`src/rtl/tcld_pkg.sv`:
```
// Shared types and constants for the ternary cluster label block.
// Holds the command/result structs, opcodes, error codes and FSM states.
// No dependencies.
`default_nettype none

package tcld_pkg;

	localparam int MAX_VERT_DEF = 32;
	localparam int VC_W         = 6;
	localparam int CNT_W        = 6;
	localparam int DIST_W       = 9;
	localparam int ROW_W        = 32;
	localparam int ROW_IW       = 5;
	localparam int VTX_W        = 5;
	localparam int LBL_W        = 2;

	localparam logic [VC_W-1:0]   VC_RESET = 6'd32;
	localparam logic [DIST_W-1:0] SUM_MAX  = 9'd511;

	typedef enum logic [1:0] {
		OP_ASSIGN = 2'd0,
		OP_READ   = 2'd1,
		OP_ROW    = 2'd2,
		OP_NOP    = 2'd3
	} tcld_op_t;

	localparam logic [1:0] ERR_NONE  = 2'd0;
	localparam logic [1:0] ERR_LABEL = 2'd1;
	localparam logic [1:0] ERR_RANGE = 2'd2;

	localparam logic [LBL_W-1:0] LBL_NONE   = 2'd0;
	localparam logic [LBL_W-1:0] LBL_FIRST  = 2'd1;
	localparam logic [LBL_W-1:0] LBL_SECOND = 2'd2;
	localparam logic [LBL_W-1:0] LBL_THIRD  = 2'd3;

	typedef struct packed {
		logic [1:0]       opcode;
		logic [VTX_W-1:0] vertex;
		logic [VTX_W-1:0] other_vertex;
		logic [LBL_W-1:0] new_label;
		logic [ROW_W-1:0] adjacency_row;
		logic             last_row;
	} tcld_in_t;

	typedef struct packed {
		logic [LBL_W-1:0]  label_of_vertex;
		logic              same_cluster;
		logic [CNT_W-1:0]  count_first;
		logic [CNT_W-1:0]  count_second;
		logic [CNT_W-1:0]  count_third;
		logic [CNT_W-1:0]  count_unclustered;
		logic [DIST_W-1:0] distance;
		logic              distance_done;
		logic [1:0]        error;
	} tcld_out_t;

	typedef enum logic [1:0] {
		ST_IDLE,
		ST_EVAL,
		ST_ROW,
		ST_OUT
	} tcld_state_t;

	// datapath -> sequencer
	typedef struct packed {
		logic row_go;   // row item with vertex in range, valid in ST_EVAL
		logic row_end;  // column counter reached vertex count
	} tcld_stat_t;

	// sequencer -> datapath
	typedef struct packed {
		logic accept;
		logic eval;
		logic step;
		logic finish;
	} tcld_ctrl_t;

endpackage

`default_nettype wire

```
`src/rtl/tcld_label_mem.sv`:
```
// Label store: one 2-bit label per vertex, two registered read ports, one write port.
// Per-entry valid bits give the unclustered reset value; clear empties the store.
// Depends on tcld_pkg.
`default_nettype none

module tcld_label_mem
	import tcld_pkg::*;
#(
	parameter int DEPTH = MAX_VERT_DEF,
	parameter int AW    = $clog2(DEPTH)
) (
	input  wire logic             clk,
	input  wire logic             arst_n,
	input  wire logic             clear,
	input  wire logic             we,
	input  wire logic [AW-1:0]    waddr,
	input  wire logic [LBL_W-1:0] wdata,
	input  wire logic [AW-1:0]    raddr_a,
	input  wire logic [AW-1:0]    raddr_b,
	output logic      [LBL_W-1:0] rdata_a,
	output logic      [LBL_W-1:0] rdata_b
);

	logic [LBL_W-1:0] mem [DEPTH];
	logic [DEPTH-1:0] valid_q;

	always_ff @(posedge clk) begin
		if (we) begin
			mem[waddr] <= wdata;
		end
	end

	always_ff @(posedge clk or negedge arst_n) begin
		if (!arst_n) begin
			valid_q <= '0;
		end else if (clear) begin
			valid_q <= '0;
		end else if (we) begin
			valid_q[waddr] <= 1'b1;
		end
	end

	always_ff @(posedge clk) begin
		rdata_a <= valid_q[raddr_a] ? mem[raddr_a] : LBL_NONE;
		rdata_b <= valid_q[raddr_b] ? mem[raddr_b] : LBL_NONE;
	end

endmodule

`default_nettype wire

```
`src/rtl/tcld_seq.sv`:
```
// Sequencer: idle, evaluate, column walk for row items, result cycle.
// Drives the datapath strobes; depends on tcld_pkg.
`default_nettype none

module tcld_seq
	import tcld_pkg::*;
(
	input  wire logic       clk,
	input  wire logic       arst_n,
	input  wire logic       start,
	input  wire tcld_stat_t stat,
	output logic            busy,
	output tcld_ctrl_t      ctrl
);

	tcld_state_t state_q, state_d;

	always_ff @(posedge clk or negedge arst_n) begin
		if (!arst_n) begin
			state_q <= ST_IDLE;
		end else begin
			state_q <= state_d;
		end
	end

	always_comb begin
		state_d = state_q;
		unique case (state_q)
			ST_IDLE: begin
				if (start) state_d = ST_EVAL;
			end
			ST_EVAL: begin
				state_d = stat.row_go ? ST_ROW : ST_OUT;
			end
			ST_ROW: begin
				if (stat.row_end) state_d = ST_OUT;
			end
			ST_OUT: begin
				state_d = ST_IDLE;
			end
			default: state_d = ST_IDLE;
		endcase
	end

	always_comb begin
		busy        = 1'b1;
		ctrl        = '0;
		unique case (state_q)
			ST_IDLE: begin
				busy        = 1'b0;
				ctrl.accept = start;
			end
			ST_EVAL: begin
				ctrl.eval = 1'b1;
			end
			ST_ROW: begin
				ctrl.step = !stat.row_end;
			end
			ST_OUT: begin
				ctrl.finish = 1'b1;
			end
			default: busy = 1'b1;
		endcase
	end

endmodule

`default_nettype wire

```
`src/rtl/ternary_cluster_labels_disagreement.sv`:
```
// Flow: assign, read, no-op and rejected items pass from ST_EVAL straight to ST_OUT, where
// result_valid is raised and the result transfers; a row item for vertex v first walks
// columns v + 1 to n - 1 in ST_ROW (n = active vertex count), one column label compared
// per cycle through the label store's second read port.
// A new item is taken from the cycle after result_valid, never before the last result has
// transferred. Results cannot be stalled.
// Reset (arst_n low) is asynchronous: vertex_count 32, all labels unclustered, counts and sum 0.
`default_nettype none

module ternary_cluster_labels_disagreement
	import tcld_pkg::*;
#(
	parameter int MAX_VERTICES = MAX_VERT_DEF
) (
	input  wire logic            clk,
	input  wire logic            arst_n,
	input  wire logic            start,
	input  wire tcld_in_t        cmd,
	output logic                 busy,
	input  wire logic            cfg_wr_en,
	input  wire logic [VC_W-1:0] cfg_wr_data,
	output logic                 result_valid,
	output tcld_out_t            result
);

	localparam int AW = (MAX_VERTICES > 1) ? $clog2(MAX_VERTICES) : 1;
	localparam int JW = $clog2(MAX_VERTICES + 1);
	localparam int CW = (JW > VTX_W) ? JW : VTX_W;

	tcld_ctrl_t ctrl;
	tcld_stat_t stat;

	// item registers
	tcld_op_t          op_q;
	logic [VTX_W-1:0]  v_q, w_q;
	logic [LBL_W-1:0]  lab_q;
	logic [ROW_W-1:0]  row_q;
	logic              last_q;

	// architectural state
	logic [VC_W-1:0]   vc_q;
	logic [CNT_W-1:0]  c1_q, c2_q, c3_q;
	logic [DIST_W-1:0] sum_q;

	// per-item working and result registers
	logic [JW-1:0]     j_q;
	logic [LBL_W-1:0]  li_q, lv_q;
	logic              same_q, done_q;
	logic [1:0]        err_q;

	logic [LBL_W-1:0]  rd_a, rd_b;
	logic [AW-1:0]     raddr_b;
	logic              mem_we;

	logic [JW-1:0]     n;
	logic              v_ok, w_ok;
	logic [1:0]        ev_err;
	logic              ev_asg, ev_same;
	logic [LBL_W-1:0]  ev_lv;
	logic [JW-1:0]     j_start, j_next;
	logic              joined, disagree;
	logic [7:0]        sum3, n8;

	// active vertex count: 0 acts as 1, anything above the store depth as the depth
	always_comb begin
		if (vc_q == '0) begin
			n = JW'(1);
		end else if (7'(vc_q) > 7'(MAX_VERTICES)) begin
			n = JW'(MAX_VERTICES);
		end else begin
			n = JW'(vc_q);
		end
	end

	assign v_ok = CW'(v_q) < CW'(n);
	assign w_ok = CW'(w_q) < CW'(n);

	always_comb begin
		ev_err  = ERR_NONE;
		ev_asg  = 1'b0;
		ev_same = 1'b0;
		unique case (op_q)
			OP_ASSIGN: begin
				if (lab_q == LBL_NONE) begin
					ev_err = ERR_LABEL;
				end else if (!v_ok) begin
					ev_err = ERR_RANGE;
				end else begin
					ev_asg = 1'b1;
				end
			end
			OP_READ: begin
				if (!v_ok || !w_ok) begin
					ev_err = ERR_RANGE;
				end else begin
					ev_same = (rd_a == rd_b);
				end
			end
			OP_ROW: begin
				if (!v_ok) ev_err = ERR_RANGE;
			end
			OP_NOP: ev_err = ERR_NONE;
			default: ev_err = ERR_NONE;
		endcase
		if (ev_asg) begin
			ev_lv = lab_q;
		end else if (v_ok) begin
			ev_lv = rd_a;
		end else begin
			ev_lv = LBL_NONE;
		end
	end

	assign stat.row_go  = (op_q == OP_ROW) && v_ok;
	assign stat.row_end = j_q >= n;

	assign j_start = JW'(v_q) + JW'(1);
	assign j_next  = j_q + JW'(1);

	// port B: second vertex at transfer, then the column walk one ahead of the compare
	always_comb begin
		priority if (ctrl.accept) begin
			raddr_b = AW'(cmd.other_vertex);
		end else if (ctrl.eval) begin
			raddr_b = AW'(j_start);
		end else begin
			raddr_b = AW'(j_next);
		end
	end

	assign joined   = (7'(j_q) < 7'(ROW_W)) && row_q[ROW_IW'(j_q)];
	assign disagree = (li_q == rd_b) ^ joined;
	assign mem_we   = ctrl.eval && ev_asg;

	tcld_label_mem #(
		.DEPTH(MAX_VERTICES),
		.AW   (AW)
	) u_mem (
		.clk    (clk),
		.arst_n (arst_n),
		.clear  (cfg_wr_en),
		.we     (mem_we),
		.waddr  (AW'(v_q)),
		.wdata  (lab_q),
		.raddr_a(AW'(cmd.vertex)),
		.raddr_b(raddr_b),
		.rdata_a(rd_a),
		.rdata_b(rd_b)
	);

	tcld_seq u_seq (
		.clk   (clk),
		.arst_n(arst_n),
		.start (start),
		.stat  (stat),
		.busy  (busy),
		.ctrl  (ctrl)
	);

	always_ff @(posedge clk) begin
		if (ctrl.accept) begin
			op_q   <= tcld_op_t'(cmd.opcode);
			v_q    <= cmd.vertex;
			w_q    <= cmd.other_vertex;
			lab_q  <= cmd.new_label;
			row_q  <= cmd.adjacency_row;
			last_q <= cmd.last_row;
		end
		if (ctrl.eval) begin
			li_q   <= rd_a;
			lv_q   <= ev_lv;
			same_q <= ev_same;
			err_q  <= ev_err;
			j_q    <= j_start;
		end else if (ctrl.step) begin
			j_q <= j_next;
		end
	end

	always_ff @(posedge clk or negedge arst_n) begin
		if (!arst_n) begin
			vc_q   <= VC_RESET;
			c1_q   <= '0;
			c2_q   <= '0;
			c3_q   <= '0;
			sum_q  <= '0;
			done_q <= 1'b0;
		end else if (cfg_wr_en) begin
			vc_q  <= cfg_wr_data;
			c1_q  <= '0;
			c2_q  <= '0;
			c3_q  <= '0;
			sum_q <= '0;
		end else begin
			if (mem_we) begin
				// same label in and out leaves the count unchanged
				c1_q <= c1_q + CNT_W'(lab_q == LBL_FIRST)  - CNT_W'(rd_a == LBL_FIRST);
				c2_q <= c2_q + CNT_W'(lab_q == LBL_SECOND) - CNT_W'(rd_a == LBL_SECOND);
				c3_q <= c3_q + CNT_W'(lab_q == LBL_THIRD)  - CNT_W'(rd_a == LBL_THIRD);
			end
			if (ctrl.eval) begin
				done_q <= stat.row_go && last_q;
			end
			if (ctrl.step && disagree && (sum_q != SUM_MAX)) begin
				sum_q <= sum_q + DIST_W'(1);
			end else if (ctrl.finish && done_q) begin
				sum_q <= '0;
			end
		end
	end

	assign sum3 = 8'(c1_q) + 8'(c2_q) + 8'(c3_q);
	assign n8   = 8'(n);

	assign result_valid = ctrl.finish;

	always_comb begin
		result.label_of_vertex   = lv_q;
		result.same_cluster      = same_q;
		result.count_first       = c1_q;
		result.count_second      = c2_q;
		result.count_third       = c3_q;
		result.count_unclustered = (n8 >= sum3) ? CNT_W'(n8 - sum3) : '0;
		result.distance          = sum_q;
		result.distance_done     = done_q;
		result.error             = err_q;
	end

`ifndef SYNTHESIS
	a_take_busy: assert property (@(posedge clk) disable iff (!arst_n)
		start && !busy |=> busy)
		else $error("transfer taken but block not busy");
	a_result_idle: assert property (@(posedge clk) disable iff (!arst_n)
		result_valid |=> !busy)
		else $error("block still busy after result");
	a_done_no_err: assert property (@(posedge clk) disable iff (!arst_n)
		result_valid && (result.error != ERR_NONE) |-> !result.distance_done)
		else $error("pass total marked on a rejected item");
	a_same_on_err: assert property (@(posedge clk) disable iff (!arst_n)
		result_valid && (result.error != ERR_NONE) |-> !result.same_cluster)
		else $error("same_cluster set on a rejected item");
	a_sum_cleared: assert property (@(posedge clk) disable iff (!arst_n)
		result_valid && result.distance_done && !cfg_wr_en |=> sum_q == '0)
		else $error("sum not cleared after pass total");
`endif

endmodule

`default_nettype wire
```
`config.mk`:
```
export PLATFORM = sky130hd
export DESIGN_NAME = ternary_cluster_labels_disagreement
export DESIGN_NICKNAME = d
export VERILOG_FILES = /design/src/rtl/tcld_pkg.sv /design/src/rtl/tcld_label_mem.sv /design/src/rtl/tcld_seq.sv /design/src/rtl/ternary_cluster_labels_disagreement.sv
export SDC_FILE = /design/constraint.sdc
export NUM_CORES = 1
export LEC_CHECK = 0
export ABC_AREA = 1
export BUFFER_PORTS_ARGS = -buffer_cell sky130_fd_sc_hd__buf_2
export CAP_MARGIN = 5
export CORE_MARGIN = 5
export CORE_UTILIZATION = 64
export CTS_CLUSTER_DIAMETER = 40
export DETAILED_ROUTE_END_ITERATION = 7
export PLACE_DENSITY = 0.85
export RECOVER_POWER = 100
export SYNTH_ARGS = -nofsm -noshare
export SYNTH_HDL_FRONTEND = slang
export SYNTH_SLANG_ARGS = --single-unit
```
`constraint.sdc`:
```
create_clock -name clk -period 4.8 [get_ports clk]
set_input_delay 0.48 -clock clk [delete_from_list [all_inputs] [get_ports clk]]
set_output_delay 0.48 -clock clk [all_outputs]
set_load 0.01 [all_outputs]
```
==> metrics.md <==
| Metric | Value |
|---|---|
| Initial DRC Count | 1375 |
| Max IR drop VDD | 0.000309 V |
| Root Driver | clkbuf_16 |
| Syn Area/Cell | 8.37 sq um |
| Post-synth EDFFs | 124 |
| Syn. warnings | 0 |
| Drt total wl | 31.3 mm |
| Post-synthesis cell count | 1410 |
| H-Tree Level Count | 4 |
| Synth Net Count | 1533 |
| Hold_buf cts | 0 |
| Total grt overflow | 0 |
| Number of global-route vias before repair | 10300 |
| Arr. time, crit path | 3.76 ns |
| Final Wtd Congestion | 0.908 |
| CTS sink cnt | 196 |
| Gr usage total | 0.295 |
| Post-synth top area cell | edfxtp_1 |
| Global-route wire length before repair | 50.9 mm |
| Fin. max-slew vios | 184 |
| Worst-path clk slew | 0.08 ns |
| Type of the worst setup path | flop to output pin |
| Die width | 146 um |
| Setup TNS Final | 0 ns |
| Status | complete, but fails checks |
| Data required time of the worst path | 4.32 ns |
| Leak | 0.00565 uW |
| Area grow syn2layout | 7.78% |
| Worst Tran Pin Value | 2.72 ns |
| Initial antenna violation count | 0 |
| Tcrit/Tclk final | 0.883 |
| Hold violation total from the final report | 0 |
| Flops & latches, synth | 196 |
| TritonRoute pass-1 iters | 6 |
| Worst Setup Start Kind | flop |
| Vias per inst | 6.06 |
| Die Height | 146 um |
| RSZ-0062 raised after global routing | no |
| Hold_ws | 0.205 ns |
| Die ar. | 21300 sq um |
| Worst Hold Class | primary input to flop |
| Post-synthesis cell type count | 51 |
| Number of placement rows | 49 |
| Starting Density | 0.653 |
| Mapped cell area | 11800 sq um |
| Setup bufs post-CTS | 0 |
| Drt wl/cell | 18.3 um |
| CTS tree | done |
| Max cap viols | 4 |
| I/O pin cnt | 98 |
| Antenna Nets Post-Route | 0 |
| HPWL after DPL | 20.7 mm |
| Critical Path End Type | output pin |
| CORE AREA | 18100 sq um |
| Top_reg_cell synth | edfxtp_1 |
| Pwr dens | 516 nW/um^2 |
| Via count | 10400 |
| Post-CTS sizing | 0 |
| Synth top area cells | edfxtp_1 32%, dfrtp_1 14%, nand2_1 11% |
| Top cell type's share of synthesized area | 0.315 |
| Layout cells sized above 1 | 0.0703 |
| Clock latency on the worst-skew pair | 0.44 ns |
| Final nets | 1589 |
| Non-Filler Instances | 1708 |
| Clock skew | 0.0107 ns |
| Max Fanout on Critical Path | 6 |
| DRC viols | 0 |
| Cts bufs inserted | 17 |
| Relative slew slack | -0.816 |
| Placed insts | 1676 |
| Fillers | 1337 |
| Post-layout min period | 4.24 ns |
| Clock Tree Buf Depth | 2 |
| Final setup violation count | 0 |
| IO buf count | 97 |
| FMAX | 0.236 GHz |
| Failing checks | capacitance limit, slew limit |
| Antenna fix cells | 0 |
| Largest net degree at the start of global routing | 69 |
| Ys async rst share | 0.347 |
| Sequential cell area fraction in the yosys report | 0.466 |
cell usage in the layout (no fill, tap or decap), drive strengths merged, types with 2 or more instances in the layout:
cell type  Yosys  layout
nand2        339     339
clkbuf        34      75
inv          175     179
buf           36      51
a21boi         2       2
xnor2          7       7
dfrtp         67      67
clkinvlp       0       4
ha            55      55
nor2          87      87
edfxtp       124     124
dfxtp          4       4
a21oi         98      98
nor3           5       5
a31o           2       2
o221ai         3       3
or2           10      10
nand3        182     182
o211ai        39      39
nor3b          5       5
nand4          4       4
clkinv         0       4
o21ai         89      89
xor2          19      19
fa            11      11
nand3b         2       2
a22oi          3       3
report_power, final:
group	switching, uW	internal, uW	total (uW)
combinational	1970	925	2900
clock	675	738	1410
sequential	196	2060	2260
total	2840	3730	6570
per-layer routing:
metal / vias up / global-route usage / wire [um]
li1: 4823 / - / -
met5: - / 0 / 0
met4: 0 / 0.125 / 1080
met2: 627 / 0.480 / 15000
met1: 4783 / 0.377 / 11900
met3: 124 / 0.0779 / 3380
synthesized netlist by cell type (all sizes together), types with 3 or more instances:
cell,instances
nor3,5
inv,175
or2,10
xnor2,7
nor2,87
o21ai,89
xor2,19
o211ai,39
buf,36
nand2,339
ha,55
a21oi,98
dfrtp,67
nand3,182
clkbuf,34
nand4,4
a22oi,3
edfxtp,124
dfxtp,4
fa,11
o221ai,3
nor3b,5
worst paths after layout:
kind | from | to | slack (ns) | depth (start not counted)
min in group asynchronous | arst_n | u_seq.state_q[1] | 0.26 | 2
max in group asynchronous | arst_n | u_mem.valid_q[23] | 3.89 | 2
min reg2reg | u_mem.valid_q[17] | u_mem.valid_q[17] | 0.51 | 2
max | c3_q[1] | result[15] | 0.56 | 13
min | cmd[25] | row_q[24] | 0.20 | 1
max reg2reg | vc_q[0] | u_mem.mem[31][0] | 0.59 | 14
state kept, by name (all words and copies together), names as in the netlist, 9 cells and up:
register       count
u_mem.mem         64
row_q             32
u_mem.valid_q     32
sum_q              9
per-stage QoR:
stage / area [sq um] / utilization / setup slack, ns / power, uW
3_3_place_gp: 12300 / 0.679 / 1.17 / 5060
4_1_cts: 12800 / 0.710 / 0.613 / 6550
5_1_grt: 12700 / 0.703 / 0.296 / 7000
6_report: 12700 / 0.703 / 0.564 / 6570
3_5_place_dp: 12300 / 0.679 / 1.11 / 5140
2_1_floorplan: 11800 / - / 1.28 / 4430
cell families after synthesis:
| logic type | after synthesis | synth area share |
|---|---|---|
| AOI/OAI and AO/OA | 242 | 0.117 |
| xor gates and xnor gates | 26 | 0.0193 |
| and+or+nand+nor | 635 | 0.232 |
| DFF | 196 | 0.466 |
| buffers and inverters | 245 | 0.0884 |
| adders and majority gates | 66 | 0.0769 |
area by class of cell:
class / count / area (sq um) / area share
Multi-Input combinational cell: 969 / 5210 / 0.410
Clock inverter: 13 / 124 / 0.00974
Tap cell: 229 / 287 / 0.0225
Sequential cell: 196 / 5510 / 0.433
Timing Repair Buffer: 107 / 492 / 0.0386
Clock buffer: 19 / 443 / 0.0348
Inverter: 175 / 658 / 0.0517
critical path, cell delays in order, from the launching register on:
cell,delay [ns]
dfrtp_1,0.44
fa_1,0.57
ha_1,0.17
inv_1,0.05
fa_1,0.39
xor2_1,0.16
ha_1,0.33
nand2_1,0.06
o21ai_0,0.27
a41oi_1,0.08
o21ai_0,0.17
nand3_1,0.21
nor3b_1,0.24
clkbuf_1,0.18
Power figures use the tool's default switching activity.
